[src/hdl/srfp_pkg.sv]
package srfp_pkg;

    localparam logic [7:0] SYNC_BYTE  = 8'hFF;
    localparam logic [7:0] DELIM_BYTE = 8'h26;
    localparam logic [7:0] CMD_SENSOR = 8'h1C;

    // Sensor ids
    localparam logic [7:0] ID_BODY          = 8'hE1;
    localparam logic [7:0] ID_BOOM          = 8'hE2;
    localparam logic [7:0] ID_ARM           = 8'hE3;
    localparam logic [7:0] ID_BUCKET        = 8'hE4;
    localparam logic [7:0] ID_SLEW          = 8'hE5;
    localparam logic [7:0] ID_BOOM_LENGTH   = 8'hEA;
    localparam logic [7:0] ID_ARM_LENGTH    = 8'hEB;
    localparam logic [7:0] ID_BUCKET_LENGTH = 8'hEC;
    localparam logic [7:0] ID_PROXIMITY     = 8'hD7;

    // Only payload bytes 0..18 are ever decoded
    localparam int READ_BYTES = 19;

    typedef enum logic [1:0] {
        ST_OK       = 2'd0,
        ST_BAD_SUM  = 2'd1,
        ST_BAD_CMD  = 2'd2,
        ST_BAD_ID   = 2'd3
    } status_t;

    typedef enum logic [3:0] {
        KIND_BODY       = 4'd0,
        KIND_BOOM       = 4'd1,
        KIND_ARM        = 4'd2,
        KIND_BUCKET     = 4'd3,
        KIND_ROTATION   = 4'd4,
        KIND_BOOM_LEN   = 4'd5,
        KIND_ARM_LEN    = 4'd6,
        KIND_BUCKET_LEN = 4'd7,
        KIND_RADAR      = 4'd8,
        KIND_NONE       = 4'd9
    } kind_t;

    typedef logic [READ_BYTES-1:0][7:0] rd_bytes_t;

    typedef struct packed {
        logic fire;     // checksum byte consumed this cycle
        logic sum_ok;
    } chk_event_t;

    // Packed lowest field last, so status lands in bit 0
    typedef struct packed {
        logic [7:0]  rotation_way;
        logic [7:0]  rotation_ready;
        logic        radar_detected;
        logic [15:0] length_value;
        logic [31:0] word_d;
        logic [31:0] word_c;
        logic [31:0] word_b;
        logic [31:0] word_a;
        kind_t       sensor_kind;
        status_t     status;
    } result_t;

    localparam int RESULT_W = $bits(result_t);
    localparam int OUT_W    = ((RESULT_W + 7) / 8) * 8;

endpackage

[src/hdl/srfp_parser.sv]
module srfp_parser #(
    parameter int PAYLOAD_MAX = 30
) (
    input  logic                 clk,
    input  logic                 rst_n,
    input  logic                 step,
    input  logic [7:0]           rx_byte,
    output srfp_pkg::chk_event_t chk,
    output srfp_pkg::rd_bytes_t  rd_bytes
);

    localparam int IDX_W = $clog2(PAYLOAD_MAX);

    typedef enum logic [2:0] {
        HUNT    = 3'd0,
        LENGTH  = 3'd1,
        PAYLOAD = 3'd2,
        DELIM   = 3'd3,
        CHECK   = 3'd4
    } phase_t;

    phase_t                    phase_reg, phase_next;
    logic [7:0]                sum_reg, sum_next;
    logic [7:0]                len_reg, len_next;
    logic [IDX_W-1:0]          idx_reg, idx_next;
    srfp_pkg::rd_bytes_t       store_reg;
    logic                      store_wr;
    logic                      last_byte;

    // Frame done when idx+1 >= L-2
    assign last_byte = (10'(idx_reg) + 10'd3) >= 10'(len_reg);
    assign store_wr  = step && (phase_reg == PAYLOAD)
                       && (int'(idx_reg) < srfp_pkg::READ_BYTES);

    always_comb
    begin
        phase_next = phase_reg;
        sum_next   = sum_reg;
        len_next   = len_reg;
        idx_next   = idx_reg;
        unique case (phase_reg)
            LENGTH:
            begin
                len_next   = rx_byte;
                sum_next   = sum_reg + rx_byte;
                idx_next   = '0;
                phase_next = PAYLOAD;
            end
            PAYLOAD:
            begin
                sum_next = sum_reg + rx_byte;
                idx_next = idx_reg + IDX_W'(1);
                if (idx_reg == IDX_W'(PAYLOAD_MAX - 1))
                    phase_next = HUNT;      // payload index at PAYLOAD_MAX-1: drop frame
                else if (last_byte)
                    phase_next = DELIM;
            end
            DELIM:
            begin
                if (rx_byte == srfp_pkg::DELIM_BYTE)
                begin
                    sum_next   = sum_reg + rx_byte;
                    phase_next = CHECK;
                end
                else
                    phase_next = HUNT;
            end
            CHECK:
                phase_next = HUNT;
            default:
            begin
                phase_next = HUNT;
                if (rx_byte == srfp_pkg::SYNC_BYTE)
                begin
                    sum_next   = srfp_pkg::SYNC_BYTE;
                    phase_next = LENGTH;
                end
            end
        endcase
    end

    always_ff @(posedge clk or negedge rst_n)
    begin
        if (!rst_n)
        begin
            phase_reg <= HUNT;
            sum_reg   <= '0;
            len_reg   <= '0;
            idx_reg   <= '0;
            store_reg <= '0;
        end
        else if (step)
        begin
            phase_reg <= phase_next;
            sum_reg   <= sum_next;
            len_reg   <= len_next;
            idx_reg   <= idx_next;
            if (store_wr)
                store_reg[idx_reg[4:0]] <= rx_byte;
        end
    end

    assign chk.fire   = step && (phase_reg == CHECK);
    assign chk.sum_ok = (sum_reg == rx_byte);
    assign rd_bytes   = store_reg;

endmodule

[src/hdl/srfp_decode.sv]
module srfp_decode (
    input  srfp_pkg::chk_event_t chk,
    input  srfp_pkg::rd_bytes_t  rd_bytes,
    output srfp_pkg::result_t    result
);

    srfp_pkg::kind_t kind;

    always_comb
    begin
        unique case (rd_bytes[2])
            srfp_pkg::ID_BODY:          kind = srfp_pkg::KIND_BODY;
            srfp_pkg::ID_BOOM:          kind = srfp_pkg::KIND_BOOM;
            srfp_pkg::ID_ARM:           kind = srfp_pkg::KIND_ARM;
            srfp_pkg::ID_BUCKET:        kind = srfp_pkg::KIND_BUCKET;
            srfp_pkg::ID_SLEW:          kind = srfp_pkg::KIND_ROTATION;
            srfp_pkg::ID_BOOM_LENGTH:   kind = srfp_pkg::KIND_BOOM_LEN;
            srfp_pkg::ID_ARM_LENGTH:    kind = srfp_pkg::KIND_ARM_LEN;
            srfp_pkg::ID_BUCKET_LENGTH: kind = srfp_pkg::KIND_BUCKET_LEN;
            srfp_pkg::ID_PROXIMITY:     kind = srfp_pkg::KIND_RADAR;
            default:                    kind = srfp_pkg::KIND_NONE;
        endcase
    end

    always_comb
    begin
        result             = '0;
        result.sensor_kind = srfp_pkg::KIND_NONE;
        if (!chk.sum_ok)
            result.status = srfp_pkg::ST_BAD_SUM;
        else if (rd_bytes[0] != srfp_pkg::CMD_SENSOR)
            result.status = srfp_pkg::ST_BAD_CMD;
        else if (kind == srfp_pkg::KIND_NONE)
            result.status = srfp_pkg::ST_BAD_ID;
        else
        begin
            result.status      = srfp_pkg::ST_OK;
            result.sensor_kind = kind;
            case (kind)
                srfp_pkg::KIND_BODY:
                begin
                    result.word_a = {rd_bytes[6], rd_bytes[5], rd_bytes[4], rd_bytes[3]};
                    result.word_b = {rd_bytes[10], rd_bytes[9], rd_bytes[8], rd_bytes[7]};
                    result.word_c = {rd_bytes[14], rd_bytes[13], rd_bytes[12], rd_bytes[11]};
                    result.word_d = {rd_bytes[18], rd_bytes[17], rd_bytes[16], rd_bytes[15]};
                end
                srfp_pkg::KIND_BOOM, srfp_pkg::KIND_ARM, srfp_pkg::KIND_BUCKET:
                    result.word_a = {rd_bytes[6], rd_bytes[5], rd_bytes[4], rd_bytes[3]};
                srfp_pkg::KIND_ROTATION:
                begin
                    result.word_a         = {rd_bytes[6], rd_bytes[5], rd_bytes[4],
                                             rd_bytes[3]};
                    result.rotation_ready = rd_bytes[7];
                    result.rotation_way   = rd_bytes[8];
                end
                srfp_pkg::KIND_BOOM_LEN, srfp_pkg::KIND_ARM_LEN,
                srfp_pkg::KIND_BUCKET_LEN:
                    result.length_value = {rd_bytes[4], rd_bytes[3]};
                srfp_pkg::KIND_RADAR:
                    result.radar_detected = (rd_bytes[3] != 8'd0);
                default:
                    result.sensor_kind = srfp_pkg::KIND_NONE;
            endcase
        end
    end

endmodule

[src/hdl/sensor_reply_frame_parser.sv]
// Channel   Dir  Width  Item
// s_axis    in   8      rx_byte, one received serial byte
// m_axis    out  168    one decoded reply result, only on a frame's checksum byte
//
// Each byte passes through the input register, then the parse step and decode into
// the output register. One byte per cycle while the output is not stalled.
// Reset clears the parse state and the payload store to zero.
// A stalled output holds the result; the input register drains any byte, also one
// that causes no result, only while the output register is free or being taken.
module sensor_reply_frame_parser #(
    parameter int PAYLOAD_MAX = 30
) (
    input  logic                          clk,
    input  logic                          rst_n,
    input  logic                          s_axis_tvalid,
    output logic                          s_axis_tready,
    input  logic [7:0]                    s_axis_tdata,   // [7:0] rx_byte
    output logic                          m_axis_tvalid,
    input  logic                          m_axis_tready,
    // [1:0] status, [5:2] sensor_kind, [37:6] word_a, [69:38] word_b,
    // [101:70] word_c, [133:102] word_d, [149:134] length_value,
    // [150] radar_detected, [158:151] rotation_ready, [166:159] rotation_way
    output logic [srfp_pkg::OUT_W-1:0]    m_axis_tdata
);

    logic                  in_valid_reg, in_valid_next;
    logic [7:0]            in_byte_reg;
    logic                  out_valid_reg, out_valid_next;
    srfp_pkg::result_t     out_data_reg;
    logic                  advance;
    srfp_pkg::chk_event_t  chk;
    srfp_pkg::rd_bytes_t   rd_bytes;
    srfp_pkg::result_t     result;

    assign advance       = in_valid_reg && (!out_valid_reg || m_axis_tready);
    assign s_axis_tready = !in_valid_reg || advance;

    srfp_parser #(
        .PAYLOAD_MAX (PAYLOAD_MAX)
    ) u_parser (
        .clk      (clk),
        .rst_n    (rst_n),
        .step     (advance),
        .rx_byte  (in_byte_reg),
        .chk      (chk),
        .rd_bytes (rd_bytes)
    );

    srfp_decode u_decode (
        .chk      (chk),
        .rd_bytes (rd_bytes),
        .result   (result)
    );

    always_comb
    begin
        in_valid_next = in_valid_reg;
        if (s_axis_tready)
            in_valid_next = s_axis_tvalid;
        out_valid_next = out_valid_reg;
        if (m_axis_tready)
            out_valid_next = 1'b0;
        if (chk.fire)
            out_valid_next = 1'b1;
    end

    always_ff @(posedge clk or negedge rst_n)
    begin
        if (!rst_n)
        begin
            in_valid_reg  <= 1'b0;
            out_valid_reg <= 1'b0;
        end
        else
        begin
            in_valid_reg  <= in_valid_next;
            out_valid_reg <= out_valid_next;
        end
    end

    always_ff @(posedge clk)
    begin
        if (s_axis_tready && s_axis_tvalid)
            in_byte_reg <= s_axis_tdata;
        if (chk.fire)
            out_data_reg <= result;
    end

    assign m_axis_tvalid = out_valid_reg;
    assign m_axis_tdata  = {{(srfp_pkg::OUT_W - srfp_pkg::RESULT_W){1'b0}}, out_data_reg};

    // A failed frame reports no kind and no data
    a_fail_clean: assert property (@(posedge clk) disable iff (!rst_n)
        m_axis_tvalid && (out_data_reg.status != srfp_pkg::ST_OK)
        |-> (out_data_reg.sensor_kind == srfp_pkg::KIND_NONE)
            && (out_data_reg.word_a == 32'd0) && (out_data_reg.length_value == 16'd0)
            && !out_data_reg.radar_detected)
        else $error("failed frame carries data");

    // A good frame always names a known kind
    a_ok_kind: assert property (@(posedge clk) disable iff (!rst_n)
        m_axis_tvalid && (out_data_reg.status == srfp_pkg::ST_OK)
        |-> (out_data_reg.sensor_kind != srfp_pkg::KIND_NONE))
        else $error("good frame without kind");

    // A new result needs a byte that was waiting in the input register
    a_out_source: assert property (@(posedge clk) disable iff (!rst_n)
        $rose(m_axis_tvalid) |-> $past(in_valid_reg))
        else $error("result without an item");

    // The output register is never overwritten while stalled
    a_no_overrun: assert property (@(posedge clk) disable iff (!rst_n)
        out_valid_reg && !m_axis_tready |-> !chk.fire)
        else $error("result overrun");

endmodule
[config.mk]
export PLATFORM = sky130hd
export DESIGN_NAME = sensor_reply_frame_parser
export DESIGN_NICKNAME = d
export VERILOG_FILES = /design/src/hdl/srfp_pkg.sv /design/src/hdl/srfp_parser.sv /design/src/hdl/srfp_decode.sv /design/src/hdl/sensor_reply_frame_parser.sv
export SDC_FILE = /design/constraint.sdc
export NUM_CORES = 1
export LEC_CHECK = 0
export BUFFER_PORTS_ARGS = -buffer_cell sky130_fd_sc_hd__buf_4
export CORE_ASPECT_RATIO = 2
export CORE_MARGIN = 4
export CORE_UTILIZATION = 40
export DETAILED_ROUTE_END_ITERATION = 6
export GPL_TIMING_DRIVEN = 0
export PLACE_DENSITY = 0.61
export RECOVER_POWER = 25
export SETUP_SLACK_MARGIN = 0.3
export SYNTH_ARGS = -nofsm -noshare
export SYNTH_HDL_FRONTEND = slang
export SYNTH_HIERARCHICAL = 1
export SYNTH_SLANG_ARGS = --single-unit
[constraint.sdc]
create_clock -name clk -period 5.7 [get_ports clk]
set_clock_uncertainty 0.05 [all_clocks]
set_input_delay 0 -clock clk [delete_from_list [all_inputs] [get_ports clk]]
set_output_delay 0 -clock clk [all_outputs]
set_load 0.005 [all_outputs]
* Yosys cells after proc, flatten, opt, wreduce, memory -nomap -nowiden
Cells that the tools add are included.
W data, S select, Z words.
** Word-level totals
- Bits in registers :: 353
- Logic and storage cells :: 127
** Operators by class
- Reduce and logical (&&, ||, !) cells :: 30
- Eq/ne operators :: 29
- Bitwise operators :: 8
- $add $sub $neg :: 3
- Order comparisons :: 4
- Multiplexer cells :: 17
** Operator list (count)
- $bwmux W152 :: 1
- $eq A8 B8 Y1 const B :: 10
- $demux W8 S5 :: 1
- $pmux W4 S9 :: 1
- $mux W8 :: 3
- $pmux W8 S3 :: 1
- $reduce_or A4 Y1 :: 6
- $eq A4 B3 Y1 const B :: 4
- $pmux W3 S4 :: 1
- $ge A10 B8 Y1 :: 1
- $pmux W5 S2 :: 1
- $mux W3 :: 3
- $reduce_or A9 Y1 :: 1
- $add A8 B8 Y8 :: 1
- $eq A4 B2 Y1 const B :: 2
- $eq A4 B4 Y1 const B :: 2
- $eq A8 B6 Y1 const B :: 1
- $eq A8 B8 Y1 :: 1
- $ne A8 B5 Y1 const B :: 1
- $not A1 Y1 :: 8
- $reduce_and A2 Y1 :: 4
- $reduce_bool A8 Y1 :: 1
- $add A5 B2 Y6 const B :: 1
- $eq A3 B2 Y1 const B :: 2
- 22 further kinds :: 33

* Depth between registers and ports, before layout
- Word-level depth :: 6
- Gate-level depth with buffers :: 11
- Gate-level depth less buffers :: 10

* Cells and area by module
Netlist, hierarchy kept.
** Modules (own cells, without submodules)
- srfp_parser :: instances 1, sequential area each 4404.2 µm², area each 7561.0 µm², cells an instance 533
- sensor_reply_frame_parser :: instances 1, sequential area each 5305.1 µm², area each 5370.2 µm², cells an instance 185
- srfp_decode :: instances 1, sequential area each 0.0 µm², area each 1477.7 µm², cells an instance 239

* Worst setup path after synthesis
No wires, ideal clock.
- Path type :: register -> register
- Start point :: register out_valid_reg (netlist: m_axis_tvalid)
- End point :: register out_data_reg, in the netlist m_axis_tdata[0] (enable)
- Path slack :: 0.410 ns
- Stages on the path, launching flop included :: 4
- Required time :: 5.101 ns
- Arrival :: 4.691 ns
- Setup time :: 0.549 ns
- Path through :: dfrtp_1 nand2b_1 and2_1 and3_1
** RTL lines
- start: declaration :: line sensor_reply_frame_parser.sv:28 : logic out_valid_reg, out_valid_next;
- start signal: assignment :: line sensor_reply_frame_parser.sv:77 : out_valid_reg <= out_valid_next;
- end signal: assignment :: line sensor_reply_frame_parser.sv:86 : out_data_reg <= result;
- end: declaration :: line sensor_reply_frame_parser.sv:29 : srfp_pkg::result_t out_data_reg;

==> results.sh <==
export IMPL_violations="capacitance limit, slew limit"
export IMPL_portBuffers=180
export IMPL_drc_errors=0
export IMPL_period_minus_slack_ps=3989
export IMPL_synth_area_mm2=0.01411
export IMPL_drtPass1Iterations=4
export IMPL_slowest_stage="nor4_1"
export IMPL_wire_per_inst_um=19.42
export IMPL_ios=182
export IMPL_fp_row_count=97
export IMPL_die_y_um=273.6
export IMPL_hold_path_class="input port to flip-flop"
export IMPL_maxSlewViolCount=172
export IMPL_synth_net_count=971
export IMPL_grt_pass1_vias=8399
export IMPL_hold_start="s_axis_tdata[0]"
export IMPL_clk_latency_ps=560
export IMPL_clock_fmax_mhz=250.7
export IMPL_core_area_mm2=0.03495
export IMPL_status="complete, but fails checks"
export IMPL_clock_path_buffers=3
export IMPL_p_leak_nw=7.236
export IMPL_wl_um=31800
export IMPL_post_place_ws_ps=1699
export IMPL_antenna_cells=0
export IMPL_yosysWarnings=6
export IMPL_crit_path_cell_trace="ha_1 > nor4_1 > nand2_1 > nor4_1 > nand4_2 > nor4_4 > clkbuf_2 > and2_1"
export IMPL_crit_path_end_kind="flip-flop"
export IMPL_drv_cap=2
export IMPL_clockRootBuffer="clkbuf_16"
export IMPL_antenna_found_initial=0
export IMPL_crit_fanout=10
export IMPL_clk_pin_slew_ps=60
export IMPL_largest_reg_flops=167
export IMPL_r2r_start="in_byte_reg[2]"
export IMPL_crit_family="simple AND/OR/NAND/NOR gates"
export IMPL_worst_path_buf_inv=1
export IMPL_place_hpwl_um=22420
export IMPL_drive_gt1_share_pct=38.89
export IMPL_die_area_mm2=0.03853
export IMPL_crit_type="flip-flop to flip-flop"
export IMPL_arrival_ps=4340
export IMPL_worst_slew_pin_slew_ps=3257
export IMPL_gp_congestion=0.8396
export IMPL_power_w=0.006140
export IMPL_fin_ws_ps=1711
export IMPL_power_density_mw_per_mm2=357.2
export IMPL_grt_max_degree=114
export IMPL_ir_drop_uv=250.7
export IMPL_cp_startpoint="in_byte_reg[2]"
export IMPL_cts_sinks=345
export IMPL_syn_avg_cell_area_um2=15.01
export IMPL_cts_buffers=30
export IMPL_die_x_um=140.8
export IMPL_avgViaCountPerCell=4.930
export IMPL_synthToLayoutAreaGrowth_pct=21.81
export IMPL_utilization_pct=49.18
export IMPL_final_setup_viol_count=0
export IMPL_cts_tree="done"
export IMPL_rsz0062_at_grt="false"
export IMPL_slowest_delay_ps=870
export IMPL_groute_usage_overall_pct=16.49
export IMPL_num_vias=8076
export IMPL_finalCritPeriodShare_pct=69.99
export IMPL_grt_pass1_wl_um=48920
export IMPL_cts_max_level=1
export IMPL_cpMostUsedCell="nor4_1"
export IMPL_holdWs_ps=128.7
export IMPL_setup_tns_ps=0
export IMPL_start_kind="flip-flop"
export IMPL_antenna_left=0
export IMPL_initial_core_util_pct=40.37
export IMPL_overflow=0
export IMPL_nNetsFinal=1200
export IMPL_hold_violations=0
export IMPL_synthCells=940
export IMPL_relSlewSlack_pct=-117.1
export IMPL_worst_ep_required_time_ps=6050
export IMPL_initialDrtViolationCount=432
[metrics by stage]
step	cell area, um2	cells
after CTS	17320	1638
final	17190	1638
after detailed placement	16120	1568
after global placement	16020	1565
after floorplan	14110	940
after global routing	17190	1638
[layer usage]
metal / vias up / wire length [um] / GRT usage [%]
met1: 4046 / 11380 / 18.01
met2: 162 / 18490 / 32.79
met5: - / 0 / 0
li1: 3822 / - / -
met4: 0 / 841 / 4.977
met3: 46 / 1093 / 1.696
[worst register-to-register path: stages, from the launching register on]
cell	delay, ps
edfxtp_1	470
ha_1	400
nor4_1	310
nand2_1	80
nor4_1	870
nand4_2	360
nor4_4	760
clkbuf_2	330
and2_1	210
[cell type report]
type,count,area [um2]
timing repair buffer,197,1478
fill,3099,17760
tap,445,556.8
sequential,345,9509
clock buffer,33,783.3
multi-input combinational,530,4319
clock inverter,23,266.5
buffer,47,210.2
inverter,18,67.56
[cells in the final DEF, fill, tap and decap left out, drive strengths merged, types with 7 or more instances in the layout]
cell type	count
clkbuf	221
edfxtp	175
dfrtp	170
mux2	150
and2	107
nand2	46
nor2	45
buf	43
and3	26
o21ai	23
inv	20
ha	18
dlygate4sd3	13
clkinv	13
a21oi	12
nand3	9
nor4	8
nand2b	7
a31oi	7
[power by group]
group / total (W) / internal (W) / switching (W)
Clock: 0.00215 / 0.00123 / 0.000916
Sequential: 0.00303 / 0.00284 / 0.000184
Combinational: 0.000968 / 0.000431 / 0.000537
[path summary, 6_finish.rpt]
check / to / slack, ps / cells after the start
setup / recovery: m_axis_tdata[83] / 1710 / 8
max in group asynchronous: u_parser/rd_bytes[43] / 2030 / 4
setup reg to reg: m_axis_tdata[83] / 1710 / 8
hold reg to reg: u_parser/rd_bytes[1] / 430 / 1
min in group asynchronous: u_parser/rd_bytes[143] / 1480 / 4
hold / removal: in_byte_reg[0] / 130 / 2
[repair_timing]
action	4_1_cts	5_1_grt
setup buffers	0	0
hold buffers	14	0
endpoints found under the hold margin	188	0
gates resized for setup	0	0
Power figures use the tool's default switching activity.
